`config.mk`:
```
export PLATFORM = sky130hd
export DESIGN_NAME = miller_rabin_prime_test_64_core
export DESIGN_NICKNAME = d
export VERILOG_FILES = /design/src/design/mrpt_pkg.sv /design/src/design/mrpt_trial.sv /design/src/design/mrpt_mulmod.sv /design/src/design/miller_rabin_prime_test_64_core.sv
export SDC_FILE = /design/constraint.sdc
export NUM_CORES = 2
export LEC_CHECK = 0
export BUFFER_PORTS_ARGS = -buffer_cell sky130_fd_sc_hd__buf_2
export CAP_MARGIN = 20
export CORE_UTILIZATION = 35
export DETAILED_ROUTE_END_ITERATION = 7
export PLACE_DENSITY = 0.47
export SYNTH_ARGS = -nofsm -noshare
export SYNTH_HDL_FRONTEND = slang
export SYNTH_HIERARCHICAL = 1
export SYNTH_SLANG_ARGS = --single-unit
export TNS_END_PERCENT = 50
```
`constraint.sdc`:
```
create_clock -name clock -period 11.2 [get_ports clock]
set_input_delay 1.12 -clock clock [delete_from_list [all_inputs] [get_ports clock]]
set_output_delay 1.12 -clock clock [all_outputs]
set_load 0.005 [all_outputs]
```
`src/design/mrpt_pkg.sv`:
```
// Shared types, constants and helpers for the 64-bit Miller-Rabin prime test.
`timescale 1ns / 1ps

package mrpt_pkg;

   localparam int NUM_BITS_DEFAULT = 64;
   localparam int CANDIDATE_WIDTH  = 64;
   localparam int RSP_TDATA_WIDTH  = 8;

   // trial division primes 2..23
   localparam int NUM_TRIAL    = 9;
   localparam int PRIME_WIDTH  = 5;
   localparam logic [PRIME_WIDTH-1:0] TRIAL_PRIME [0:NUM_TRIAL-1] =
      '{5'd2, 5'd3, 5'd5, 5'd7, 5'd11, 5'd13, 5'd17, 5'd19, 5'd23};

   // deterministic witness set
   localparam int NUM_BASES   = 7;
   localparam int BASE_WIDTH  = 31;
   localparam int BASE_IDX_W  = 3;

   typedef enum logic [3:0] {
      ST_IDLE,
      ST_TRIAL,
      ST_DECOMP,
      ST_BASE_START,
      ST_BASE_WAIT,
      ST_NEXT_BASE,
      ST_POW_STEP,
      ST_POW_MUL_WAIT,
      ST_POW_SQR,
      ST_POW_SQR_WAIT,
      ST_POW_TEST,
      ST_SQ_STEP,
      ST_SQ_WAIT,
      ST_FINISH
   } state_type;

   // trial division status toward the sequencer
   typedef struct packed {
      logic done;
      logic decided;   // below two or divisible by a small prime
      logic prime;     // verdict when decided
   } trial_status_type;

   function automatic logic [BASE_WIDTH-1:0] mr_base(input logic [BASE_IDX_W-1:0] idx);
      logic [BASE_WIDTH-1:0] val;
      case (idx)
         3'd0:    val = 31'd2;
         3'd1:    val = 31'd325;
         3'd2:    val = 31'd9375;
         3'd3:    val = 31'd28178;
         3'd4:    val = 31'd450775;
         3'd5:    val = 31'd9780504;
         3'd6:    val = 31'd1795265022;
         default: val = '0;
      endcase
      return val;
   endfunction

endpackage

```
`src/design/mrpt_trial.sv`:
```
// Bit-serial trial division of the candidate by the primes 2 through 23.
`timescale 1ns / 1ps

module mrpt_trial #(
   parameter int NUM_BITS = mrpt_pkg::NUM_BITS_DEFAULT
) (
   input  logic                       clock,
   input  logic                       reset,
   input  logic                       start,
   input  logic [NUM_BITS-1:0]        n,
   output mrpt_pkg::trial_status_type status
);

   localparam int CW = $clog2(NUM_BITS);
   localparam int PW = mrpt_pkg::PRIME_WIDTH;
   localparam int NT = mrpt_pkg::NUM_TRIAL;

   logic                busy_ff, busy_in;
   logic                done_ff, done_in;
   logic [CW-1:0]       cnt_ff, cnt_in;
   logic [NUM_BITS-1:0] shift_ff, shift_in;
   logic [PW-1:0]       rem_ff [0:NT-1];
   logic [PW-1:0]       rem_in [0:NT-1];
   logic                small_ff, small_in;
   logic                below2_ff, below2_in;
   logic                any_zero;

   always_comb begin
      logic [PW:0] t;
      t         = '0;
      busy_in   = busy_ff;
      done_in   = 1'b0;
      cnt_in    = cnt_ff;
      shift_in  = shift_ff;
      small_in  = small_ff;
      below2_in = below2_ff;
      for (int i = 0; i < NT; i++) begin
         rem_in[i] = rem_ff[i];
      end
      if (start) begin
         busy_in   = 1'b1;
         cnt_in    = CW'(NUM_BITS - 1);
         shift_in  = n;
         small_in  = n inside {2, 3, 5, 7, 11, 13, 17, 19, 23};
         below2_in = (n < NUM_BITS'(2));
         for (int i = 0; i < NT; i++) begin
            rem_in[i] = '0;
         end
      end else if (busy_ff) begin
         // one candidate bit per cycle, MSB first: rem = (2*rem + bit) mod p
         for (int i = 0; i < NT; i++) begin
            t = {rem_ff[i], shift_ff[NUM_BITS-1]};
            if (t >= {1'b0, mrpt_pkg::TRIAL_PRIME[i]}) begin
               t = t - {1'b0, mrpt_pkg::TRIAL_PRIME[i]};
            end
            rem_in[i] = t[PW-1:0];
         end
         shift_in = {shift_ff[NUM_BITS-2:0], 1'b0};
         if (cnt_ff == '0) begin
            busy_in = 1'b0;
            done_in = 1'b1;
         end else begin
            cnt_in = cnt_ff - 1'b1;
         end
      end
   end

   always_comb begin
      any_zero = 1'b0;
      for (int i = 0; i < NT; i++) begin
         if (rem_ff[i] == '0) begin
            any_zero = 1'b1;
         end
      end
   end

   assign status.done    = done_ff;
   assign status.decided = below2_ff | any_zero;
   assign status.prime   = small_ff;

   always_ff @(posedge clock) begin
      if (reset) begin
         busy_ff <= 1'b0;
         done_ff <= 1'b0;
      end else begin
         busy_ff <= busy_in;
         done_ff <= done_in;
      end
   end

   always_ff @(posedge clock) begin
      cnt_ff    <= cnt_in;
      shift_ff  <= shift_in;
      small_ff  <= small_in;
      below2_ff <= below2_in;
      for (int i = 0; i < NT; i++) begin
         rem_ff[i] <= rem_in[i];
      end
   end

endmodule

```
`src/design/mrpt_mulmod.sv`:
```
// Bit-serial modular multiplier: (a * b) mod m, one bit of b per cycle.
`timescale 1ns / 1ps

module mrpt_mulmod #(
   parameter int NUM_BITS = mrpt_pkg::NUM_BITS_DEFAULT
) (
   input  logic                clock,
   input  logic                reset,
   input  logic                start,
   input  logic [NUM_BITS-1:0] a,       // must be below m
   input  logic [NUM_BITS-1:0] b,
   input  logic [NUM_BITS-1:0] m,
   output logic                done,
   output logic [NUM_BITS-1:0] product
);

   localparam int CW = $clog2(NUM_BITS);
   localparam int W  = NUM_BITS + 3;

   logic                busy_ff, busy_in;
   logic                done_ff, done_in;
   logic [CW-1:0]       cnt_ff, cnt_in;
   logic [NUM_BITS-1:0] acc_ff, acc_in;
   logic [NUM_BITS-1:0] a_ff, a_in;
   logic [NUM_BITS-1:0] b_ff, b_in;
   logic [NUM_BITS-1:0] m_ff, m_in;
   logic [W-1:0]        sum_w, m_w, dif1, dif2;

   // 2*acc + bit*a lies below 3m: subtract 0, m or 2m
   always_comb begin
      m_w   = {3'b000, m_ff};
      sum_w = {2'b00, acc_ff, 1'b0} + (b_ff[NUM_BITS-1] ? {3'b000, a_ff} : '0);
      dif1  = sum_w - m_w;
      dif2  = sum_w - {m_w[W-2:0], 1'b0};
   end

   always_comb begin
      busy_in = busy_ff;
      done_in = 1'b0;
      cnt_in  = cnt_ff;
      acc_in  = acc_ff;
      a_in    = a_ff;
      b_in    = b_ff;
      m_in    = m_ff;
      if (start) begin
         busy_in = 1'b1;
         cnt_in  = CW'(NUM_BITS - 1);
         acc_in  = '0;
         a_in    = a;
         b_in    = b;
         m_in    = m;
      end else if (busy_ff) begin
         if (!dif2[W-1]) begin
            acc_in = dif2[NUM_BITS-1:0];
         end else if (!dif1[W-1]) begin
            acc_in = dif1[NUM_BITS-1:0];
         end else begin
            acc_in = sum_w[NUM_BITS-1:0];
         end
         b_in = {b_ff[NUM_BITS-2:0], 1'b0};
         if (cnt_ff == '0) begin
            busy_in = 1'b0;
            done_in = 1'b1;
         end else begin
            cnt_in = cnt_ff - 1'b1;
         end
      end
   end

   assign done    = done_ff;
   assign product = acc_ff;

   always_ff @(posedge clock) begin
      if (reset) begin
         busy_ff <= 1'b0;
         done_ff <= 1'b0;
      end else begin
         busy_ff <= busy_in;
         done_ff <= done_in;
      end
   end

   always_ff @(posedge clock) begin
      cnt_ff <= cnt_in;
      acc_ff <= acc_in;
      a_ff   <= a_in;
      b_ff   <= b_in;
      m_ff   <= m_in;
   end

endmodule

```
`src/design/miller_rabin_prime_test_64_core.sv`:
```
// Top level: deterministic Miller-Rabin primality test of a 64-bit candidate.
// When trial division does not decide, n-1 = d*2^r is split, then per base
//   about 2*log2(d)+r modular multiplies, all through the one shared multiplier.
// Throughput: one request at a time; the next is taken once the verdict sits in the
//   output register, even if it has not been taken yet.
// Reset: synchronous, active high; clears the sequencer and output valid, no clearing pass.
`timescale 1ns / 1ps

module miller_rabin_prime_test_64_core #(
   parameter int NUM_BITS = mrpt_pkg::NUM_BITS_DEFAULT
) (
   input  logic                                 clock,
   input  logic                                 reset,
   // request channel
   input  logic                                 req_tvalid,
   output logic                                 req_tready,
   input  logic [mrpt_pkg::CANDIDATE_WIDTH-1:0] req_tdata,   // [63:0] candidate
   // response channel
   output logic                                 rsp_tvalid,
   input  logic                                 rsp_tready,
   output logic [mrpt_pkg::RSP_TDATA_WIDTH-1:0] rsp_tdata    // [0] is_prime, [7:1] zero
);

   localparam int CW = $clog2(NUM_BITS);
   localparam int BW = mrpt_pkg::BASE_WIDTH;
   localparam int IW = mrpt_pkg::BASE_IDX_W;

   mrpt_pkg::state_type        state_ff, state_in;
   mrpt_pkg::trial_status_type trial_status;

   logic [NUM_BITS-1:0] n_ff, n_in;
   logic [NUM_BITS-1:0] nm1_ff, nm1_in;      // n - 1
   logic [NUM_BITS-1:0] d_ff, d_in;          // odd part of n - 1
   logic [CW-1:0]       r_ff, r_in;          // power of two in n - 1
   logic [CW-1:0]       j_ff, j_in;          // squaring count
   logic [NUM_BITS-1:0] e_ff, e_in;          // exponent shift register
   logic [NUM_BITS-1:0] x_ff, x_in;          // running power
   logic [NUM_BITS-1:0] y_ff, y_in;          // base squared up
   logic [IW-1:0]       idx_ff, idx_in;      // witness index
   logic                verdict_ff, verdict_in;
   logic                rsp_valid_ff, rsp_valid_in;
   logic                rsp_bit_ff, rsp_bit_in;

   logic                req_accept;
   logic                mul_start;
   logic [NUM_BITS-1:0] mul_a, mul_b;
   logic                mul_done;
   logic [NUM_BITS-1:0] mul_product;
   logic [NUM_BITS-1:0] one_w;

   assign one_w      = {{(NUM_BITS-1){1'b0}}, 1'b1};
   assign req_tready = (state_ff == mrpt_pkg::ST_IDLE);
   assign req_accept = req_tvalid & req_tready;

   mrpt_trial #(.NUM_BITS(NUM_BITS)) u_trial (
      .clock  (clock),
      .reset  (reset),
      .start  (req_accept),
      .n      (req_tdata[NUM_BITS-1:0]),
      .status (trial_status)
   );

   mrpt_mulmod #(.NUM_BITS(NUM_BITS)) u_mulmod (
      .clock   (clock),
      .reset   (reset),
      .start   (mul_start),
      .a       (mul_a),
      .b       (mul_b),
      .m       (n_ff),
      .done    (mul_done),
      .product (mul_product)
   );

   // Sequencer: trial division, n-1 split, then per witness a right-to-left
   // exponentiation and the squaring chain, both through the shared multiplier.
   always_comb begin
      state_in     = state_ff;
      n_in         = n_ff;
      nm1_in       = nm1_ff;
      d_in         = d_ff;
      r_in         = r_ff;
      j_in         = j_ff;
      e_in         = e_ff;
      x_in         = x_ff;
      y_in         = y_ff;
      idx_in       = idx_ff;
      verdict_in   = verdict_ff;
      rsp_bit_in   = rsp_bit_ff;
      rsp_valid_in = rsp_valid_ff & ~rsp_tready;
      mul_start    = 1'b0;
      mul_a        = x_ff;
      mul_b        = y_ff;

      case (state_ff)
         mrpt_pkg::ST_IDLE: begin
            if (req_accept) begin
               n_in     = req_tdata[NUM_BITS-1:0];
               state_in = mrpt_pkg::ST_TRIAL;
            end
         end

         mrpt_pkg::ST_TRIAL: begin
            if (trial_status.done) begin
               if (trial_status.decided) begin
                  verdict_in = trial_status.prime;
                  state_in   = mrpt_pkg::ST_FINISH;
               end else begin
                  nm1_in   = n_ff - one_w;
                  d_in     = n_ff - one_w;
                  r_in     = '0;
                  state_in = mrpt_pkg::ST_DECOMP;
               end
            end
         end

         // strip one factor of two per cycle
         mrpt_pkg::ST_DECOMP: begin
            if (!d_ff[0]) begin
               d_in = {1'b0, d_ff[NUM_BITS-1:1]};
               r_in = r_ff + 1'b1;
            end else begin
               idx_in   = '0;
               state_in = mrpt_pkg::ST_BASE_START;
            end
         end

         // witness mod n through the multiplier: 1 * base mod n
         mrpt_pkg::ST_BASE_START: begin
            mul_start = 1'b1;
            mul_a     = one_w;
            mul_b     = {{(NUM_BITS-BW){1'b0}}, mrpt_pkg::mr_base(idx_ff)};
            state_in  = mrpt_pkg::ST_BASE_WAIT;
         end

         mrpt_pkg::ST_BASE_WAIT: begin
            if (mul_done) begin
               if (mul_product == '0) begin
                  state_in = mrpt_pkg::ST_NEXT_BASE;   // witness is a multiple of n
               end else begin
                  y_in     = mul_product;
                  x_in     = one_w;
                  e_in     = d_ff;
                  state_in = mrpt_pkg::ST_POW_STEP;
               end
            end
         end

         mrpt_pkg::ST_NEXT_BASE: begin
            if (idx_ff == IW'(mrpt_pkg::NUM_BASES - 1)) begin
               verdict_in = 1'b1;
               state_in   = mrpt_pkg::ST_FINISH;
            end else begin
               idx_in   = idx_ff + 1'b1;
               state_in = mrpt_pkg::ST_BASE_START;
            end
         end

         mrpt_pkg::ST_POW_STEP: begin
            if (e_ff == '0) begin
               state_in = mrpt_pkg::ST_POW_TEST;
            end else if (e_ff[0]) begin
               mul_start = 1'b1;
               mul_a     = x_ff;
               mul_b     = y_ff;
               state_in  = mrpt_pkg::ST_POW_MUL_WAIT;
            end else begin
               state_in = mrpt_pkg::ST_POW_SQR;
            end
         end

         mrpt_pkg::ST_POW_MUL_WAIT: begin
            if (mul_done) begin
               x_in     = mul_product;
               state_in = mrpt_pkg::ST_POW_SQR;
            end
         end

         // skip the final squaring of the base, nothing uses it
         mrpt_pkg::ST_POW_SQR: begin
            if (e_ff[NUM_BITS-1:1] == '0) begin
               state_in = mrpt_pkg::ST_POW_TEST;
            end else begin
               mul_start = 1'b1;
               mul_a     = y_ff;
               mul_b     = y_ff;
               state_in  = mrpt_pkg::ST_POW_SQR_WAIT;
            end
         end

         mrpt_pkg::ST_POW_SQR_WAIT: begin
            if (mul_done) begin
               y_in     = mul_product;
               e_in     = {1'b0, e_ff[NUM_BITS-1:1]};
               state_in = mrpt_pkg::ST_POW_STEP;
            end
         end

         mrpt_pkg::ST_POW_TEST: begin
            if (x_ff == one_w || x_ff == nm1_ff) begin
               state_in = mrpt_pkg::ST_NEXT_BASE;
            end else begin
               j_in     = CW'(1);
               state_in = mrpt_pkg::ST_SQ_STEP;
            end
         end

         mrpt_pkg::ST_SQ_STEP: begin
            if (j_ff >= r_ff) begin
               verdict_in = 1'b0;                    // witness proves composite
               state_in   = mrpt_pkg::ST_FINISH;
            end else begin
               mul_start = 1'b1;
               mul_a     = x_ff;
               mul_b     = x_ff;
               state_in  = mrpt_pkg::ST_SQ_WAIT;
            end
         end

         mrpt_pkg::ST_SQ_WAIT: begin
            if (mul_done) begin
               x_in = mul_product;
               if (mul_product == nm1_ff) begin
                  state_in = mrpt_pkg::ST_NEXT_BASE;
               end else begin
                  j_in     = j_ff + 1'b1;
                  state_in = mrpt_pkg::ST_SQ_STEP;
               end
            end
         end

         // hand the verdict to the output register once it is free
         mrpt_pkg::ST_FINISH: begin
            if (!rsp_valid_ff || rsp_tready) begin
               rsp_valid_in = 1'b1;
               rsp_bit_in   = verdict_ff;
               state_in     = mrpt_pkg::ST_IDLE;
            end
         end

         default: begin
            state_in = mrpt_pkg::ST_IDLE;
         end
      endcase
   end

   assign rsp_tvalid = rsp_valid_ff;
   assign rsp_tdata  = {{(mrpt_pkg::RSP_TDATA_WIDTH-1){1'b0}}, rsp_bit_ff};

   always_ff @(posedge clock) begin
      if (reset) begin
         state_ff     <= mrpt_pkg::ST_IDLE;
         rsp_valid_ff <= 1'b0;
      end else begin
         state_ff     <= state_in;
         rsp_valid_ff <= rsp_valid_in;
      end
   end

   always_ff @(posedge clock) begin
      n_ff       <= n_in;
      nm1_ff     <= nm1_in;
      d_ff       <= d_in;
      r_ff       <= r_in;
      j_ff       <= j_in;
      e_ff       <= e_in;
      x_ff       <= x_in;
      y_ff       <= y_in;
      idx_ff     <= idx_in;
      verdict_ff <= verdict_in;
      rsp_bit_ff <= rsp_bit_in;
   end

endmodule
```
# After elaboration in Yosys (flattened, before gate mapping)
# Memory sizes are Yosys's and may differ from the RTL's.
# Index checks and enable logic that the tools add are counted.
[word_totals]
ff_bits = 744
mem_bits_rw = 45
inputBits = 68
out_inout_bits = 10
mem_count = 1
[op_classes]
n_addsub = 18
magnitude_cmp = 11
n_eq_ne = 49
mux = 96
bitwise_logic = 9
n_reduce_logical = 44
[mem_list]
columns = ["memory", "words", "width", "rd", "rd_ports_with_merged_regs", "write_ports", "line", "rtl"]
rows = [
  ["u_trial.rem_ff", 9, 5, 9, 0, 9, "mrpt_trial.sv:22", "logic [PW-1:0] rem_ff [0:NT-1];"],
]
[ops]
columns = ["cell", "n"]
rows = [
  ["two-way mux 64 bit", 20],
  ["one-hot mux 64 bit (2 select lines)", 6],
  ["one-hot mux 31 bit (7 select lines)", 1],
  ["== test 64 x 5 -> 1 bit, second input constant", 3],
  ["== test 64 x 2 -> 1 bit, second input constant", 2],
  ["== test 64 x 3 -> 1 bit, second input constant", 2],
  ["== test 64 x 4 -> 1 bit, second input constant", 2],
  ["== test 64 bit", 2],
  ["logical NOT 64 bit", 2],
  ["two-way mux 45 bit", 2],
  ["adder 65 x 67 -> 67 bit", 1],
  ["subtractor 67 x 64 -> 67 bit", 1],
  ["subtractor 67 x 65 -> 67 bit", 1],
  ["== test 64 x 1 -> 1 bit, second input constant", 1],
  ["< comparator 64 x 2 -> 1 bit, second input constant", 1],
  ["subtractor 64 x 1 -> 64 bit, second input constant", 1],
  ["logical NOT 63 bit", 1],
  ["two-way mux 4 bit", 14],
  ["one-hot mux 4 bit (14 select lines)", 1],
  ["logical NOT 5 bit", 9],
  ["two-way mux 5 bit", 9],
  ["two-way mux 6 bit", 6],
  ["two-way mux 1 bit", 28],
  ["== test 4 bit, second input constant", 6],
  ["44 further kinds", 105],
]

# Longest topological paths before layout
# An unclocked memory read counts as a cell.
[logic_depth]
depth_word = 15
mapped_depth = 32

# Cells and area by module
# Netlist, hierarchy kept.
[by_module_without_submodules]
columns = ["module", "instances", "cells_per_inst", "area_each_um2"]
rows = [
  ["mrpt_mulmod", 1, 2438, 21528.1],
  ["miller_rabin_prime_test_64_core", 1, 1632, 20205.6],
  ["mrpt_trial", 1, 520, 5865.6],
]

# Least setup slack after synthesis
# No wires, ideal clock.
[synth_path]
path_kind = "register -> register"
from = "reg state_ff[0]"
to = "reg e_ff[0] (enable)"
arrival_ns = 6.425
required_ns = 10.583
slack_ns = 4.158
stages_incl_launch_ff = 6
n_path_buf = 1
synth_period_minus_slack_ns = 7.042
path_cell_list = "dfxtp_1 > clkbuf_1 > nand2b_1 > nor2_1 > a31oi_1 > nor2_1"
[synth_between]
elab_chain_len = 3
elab_cells_between_ends = 7
classes_between = "5 x eq/ne; 2 x reduce/logical"
[synth_lines]
columns = ["element", "line", "rtl"]
rows = [
  ["from (decl)", "miller_rabin_prime_test_64_core.sv:28", "mrpt_pkg::state_type state_ff, state_in;"],
  ["from (signal assigned)", "miller_rabin_prime_test_64_core.sv:251", "state_ff <= mrpt_pkg::ST_IDLE;"],
  ["from (signal assigned)", "miller_rabin_prime_test_64_core.sv:254", "state_ff <= state_in;"],
  ["== test 4 x 3 -> 1 bit / == test 4 bit (equally long branches)", "miller_rabin_prime_test_64_core.sv:94", "case (state_ff)"],
  ["inequality test 2 bit (no line), or another cell as far along", "--", ""],
  ["AND reduction 4 bit (no line) (*)", "--", ""],
  ["to (signal assigned)", "miller_rabin_prime_test_64_core.sv:265", "e_ff <= e_in;"],
  ["to (decl)", "miller_rabin_prime_test_64_core.sv:36", "logic [NUM_BITS-1:0] e_ff, e_in;"],
]
# Mark *: on every way between the ends. The rest lies on a longest branch, timed or not.
# A chain may end at the register's enable or synchronous reset.

# Worst setup path in the final report
[layout_path]
from = "reg u_mulmod.b_ff[63]"
to = "reg u_mulmod.acc_ff[61], in the netlist u_mulmod/product[61]"
[layout_between]
elab_chain_len = 5
elab_cells_between_ends = 6
classes_between = "3 x add/sub; 3 x mux"
[layout_lines]
columns = ["element", "line", "rtl"]
rows = [
  ["from (decl)", "mrpt_mulmod.sv:25", "logic [NUM_BITS-1:0] b_ff, b_in;"],
  ["from (signal assigned)", "mrpt_mulmod.sv:87", "b_ff <= b_in;"],
  ["two-way mux 64 bit (*)", "mrpt_mulmod.sv:32", "sum_w = {2'b00, acc_ff, 1'b0} + (b_ff[NUM_BITS-1] ? {3'b000, a_ff} : '0);"],
  ["adder 65 x 67 -> 67 bit (*)", "mrpt_mulmod.sv:32", ""],
  ["subtractor 67 x 64 -> 67 bit", "mrpt_mulmod.sv:33", "dif1 = sum_w - m_w;"],
  ["two-way mux 64 bit", "mrpt_mulmod.sv:55", "end else if (!dif1[W-1]) begin"],
  ["two-way mux 64 bit (*)", "mrpt_mulmod.sv:53", "if (!dif2[W-1]) begin"],
  ["to (signal assigned)", "mrpt_mulmod.sv:85", "acc_ff <= acc_in;"],
  ["to (decl)", "mrpt_mulmod.sv:23", "logic [NUM_BITS-1:0] acc_ff, acc_in;"],
]
# Marks and branches as above.

==> results.cfg <==
[drt]
routed_via_density = 5.766
post-route-drc-count = 0
drtAntennaViolNets = 0
wirelength_um = 175900
drt_iter0_drc = 3573
wl_per_cell_um = 27.33
num_vias = 37120
dr.pass1.iters = 6

[timing]
fin_skew_ns = 0.06750
relSlewSlack_pct = 21.38
fmax_ghz = 0.1203
setup_viol = 0
fin_crit_ns = 8.316
rsz0062_at_grt = no
fin_tns_setup_ns = 0
tightest_slew_ns = 1.169
hold_viol_final = 0
timing.final.max_slew_violations = 0
fin_crit_sh_pct = 74.25

[grt]
grt.total_usage_pct = 25.22
grt_max_degree = 140
grt_pass1_vias = 35030
grt_overflow = 0
antenna_found_initial = 5
grt_pass1_wl_um = 252300

[power]
vdd.ir_drop.worst_mv = 0.2320
switchingPower_mw = 9.114
comb_power_share_pct = 58.5
p_int_mw = 9.947
clkPwrFrac_pct = 15.6
p_sw_share_pct = 47.81
p_seq_share_pct = 25.9
p_leak_nw = 19.22
p_per_area_nw_per_um2 = 361.3

[setup_path]
critPathRequiredTime_ns = 11.82
cp_data_arrival_time_ns = 8.93
end_kind = flop
critPathKind = reg2reg
start_kind = flop
crit_fanout = 69

[placement]
hpwl_um = 133100
io_buffers = 70
gp_congestion = 0.9931
place_inst = 6267
place_area_um2 = 49800

[finish]
final_core_util_pct = 39.33
fin_nets = 4887
syn2layout_area_growth_pct = 10.84
fin_cells = 6437
num_antenna_cells = 0
fin_area_um2 = 52760
num-fill-cells = 13290
drive_gt1_share_pct = 12.04

[synth]
synth_top_area_share_pct = 41.57
synth_edf_count = 659
netlist_area_um2 = 47600
synthArstFlopShare_pct = 0
yosys.area.top_type = edfxtp_1
ys_types = 106
synthFlopType = edfxtp_1
synth_area_leaders = edfxtp_1 42%, ha_1 5.8%, dfxtp_1 5.5%
netlist_instances = 4590
synth.most_common_cell = edfxtp_1
syn_area_per_cell_um2 = 10.37
yosys_warnings = 6
ys_ff_latch = 789
ys_seq_area_share_pct = 47.04
synthTopCellsByCount = 659 x edfxtp_1, 374 x nand2_1, 337 x a21oi_1

[clocking]
insertion_delay_ns = 0.72
postCtsResizedCells = 0
cts_htree_levels = 3
cts_buffers = 92
cts_tree = done
clockRootBuffer = clkbuf_16
clk_pin_slew_ns = 0.07
clock_sinks = 789
hold_buffers = 0
cts_max_path_buffers = 3
cts_post_setup_buffers_inserted = 0

[floorplanning]
io_pins = 78
start_util_pct = 35.49
fp.dieH_um = 370.8
die-area_um2 = 137500
core_area_um2 = 134100
die_x_um = 370.8
core.rowCount = 134

[status]
status = completed

[worst_hold_path]
hold_path_class = reg2reg

[run]
max_cap_violations = 0
power by group through the flow:
stage | sequential, mW | combinational, mW | clock [mW]
5_1_grt | 5.00 | 12.1 | 3.16
2_1_floorplan | 4.61 | 7.84 | 0
3_5_place_dp | 4.99 | 10.9 | 0
3_3_place_gp | 4.99 | 11.0 | 0
6_report | 4.94 | 11.1 | 2.98
4_1_cts | 4.94 | 11.0 | 3.05
worst paths after layout:
kind | from | end | slack [ns] | cells after the start
hold reg to reg | verdict_ff$_DFFE_PP_ | rsp_bit_ff$_DFFE_PP_ | 0.43 | 0
setup / recovery | u_mulmod/b_ff[63]$_DFFE_PP_ | u_mulmod/product[61]$_SDFFE_PP0P_ | 2.88 | 26
setup reg to reg | u_mulmod/b_ff[63]$_DFFE_PP_ | u_mulmod/product[61]$_SDFFE_PP0P_ | 2.88 | 26
hold / removal | verdict_ff$_DFFE_PP_ | rsp_bit_ff$_DFFE_PP_ | 0.43 | 0
state kept, by name, summed over array words and instances, names as in the netlist, 3 cells and up:
| register | count |
|---|---|
| d_ff | 64 |
| e_ff | 64 |
| n_ff | 64 |
| nm1_ff | 64 |
| u_mulmod/a_ff | 64 |
| u_mulmod/b_ff | 64 |
| u_mulmod/m_ff | 64 |
| u_mulmod/product | 64 |
| u_trial/shift_ff | 64 |
| x_ff | 64 |
| y_ff | 64 |
| u_trial/rem_ff | 45 |
| j_ff | 6 |
| r_ff | 6 |
| u_mulmod/cnt_ff | 6 |
| u_trial/cnt_ff | 6 |
| state_ff | 4 |
| idx_ff | 3 |
cells by family after synthesis:
family | after synthesis | synth area share, %
and+or+nand+nor | 1376 | 14.62
adders and majority gates | 225 | 5.962
buffers and inverters | 388 | 3.312
muxes | 215 | 5.044
xor gates and xnor gates | 393 | 7.326
other | 1 | 0.007878
DFF | 789 | 47.04
AOI/OAI and AO/OA | 1203 | 16.69
metal layers:
| metal | GRT usage (%) | up-vias | part of all wire, % |
|---|---|---|---|
| met4 | 9.109 | 2 | 3.6 |
| met1 | 35.27 | 18400 | 45 |
| met5 | 0 | - | 0.0074 |
| met2 | 39.53 | 1339 | 45 |
| li1 | - | 17120 | - |
| met3 | 3.553 | 258 | 6.5 |
critical path: stages (launching register included):
cell,delay [ns]
edfxtp_1,0.84
and2_1,0.24
ha_1,0.19
inv_1,0.06
fa_1,0.40
nand2b_1,0.17
a21oi_1,0.27
a21oi_1,0.19
o211ai_1,0.44
a21boi_0,0.27
o21bai_1,0.38
a21o_1,0.17
a21oi_1,0.09
xnor2_1,0.48
ha_1,0.41
nand2_1,0.16
nor3_1,0.29
and2_1,0.23
nand4_1,0.42
a21oi_1,0.44
o21ai_1,0.16
nand4_1,0.41
nor2_4,0.13
buf_4,0.42
a2111oi_0,0.63
o21ai_0,0.22
o211a_1,0.15
stage by stage:
| stage | setup slack (ns) | power [mW] | hold slack [ns] |
|---|---|---|---|
| finish | 2.884 | 19.06 | 0.4285 |
| CTS | 3.129 | 19.00 | 0.4286 |
| global route | 2.465 | 20.26 | 0.4546 |
| global placement | 3.171 | 16.01 | 0.4048 |
| floorplan | 4.158 | 12.45 | 0.4003 |
| detailed placement | 3.106 | 15.93 | 0.4146 |
cells in the final DEF, fill, tap and decap left out, types with 18 or more instances in the layout:
| cell type | instances |
|---|---|
| xnor2_1 | 275 |
| nor3_1 | 75 |
| clkbuf_1 | 19 |
| nand2_1 | 373 |
| o21ba_2 | 28 |
| nand2b_1 | 42 |
| and3_1 | 26 |
| o21bai_1 | 33 |
| clkinv_2 | 18 |
| mux2i_1 | 25 |
| or3_1 | 23 |
| dfxtp_1 | 128 |
| inv_1 | 153 |
| a211oi_1 | 42 |
| a21o_1 | 97 |
| nor2b_1 | 39 |
| buf_4 | 63 |
| a21oi_1 | 337 |
| buf_2 | 71 |
| nor4_1 | 103 |
| o21ai_0 | 264 |
| o21a_1 | 36 |
| nor2_1 | 273 |
| and2_1 | 145 |
| xor2_1 | 112 |
| nand3_1 | 82 |
| o31ai_1 | 18 |
| o211ai_1 | 33 |
| edfxtp_1 | 659 |
| nand4_1 | 107 |
| a31oi_1 | 29 |
| a221o_1 | 26 |
| a22o_1 | 63 |
| ha_1 | 222 |
| mux2_2 | 189 |
| clkbuf_16 | 94 |
| clkinv_1 | 19 |
final cells by class:
class                   count  area, um^2  share of cell area [%]
flip-flops and latches    789       22390                   42.45
inverters                 157       589.3                   1.117
clock inverters            54       500.5                  0.9487
repair buffers            135       848.3                   1.608
multi-input cells        3419       23760                   45.04
clock buffers             115        2451                   4.646
well taps                1768        2212                   4.193
No activity file was read; power rests on OpenSTA's default activity.
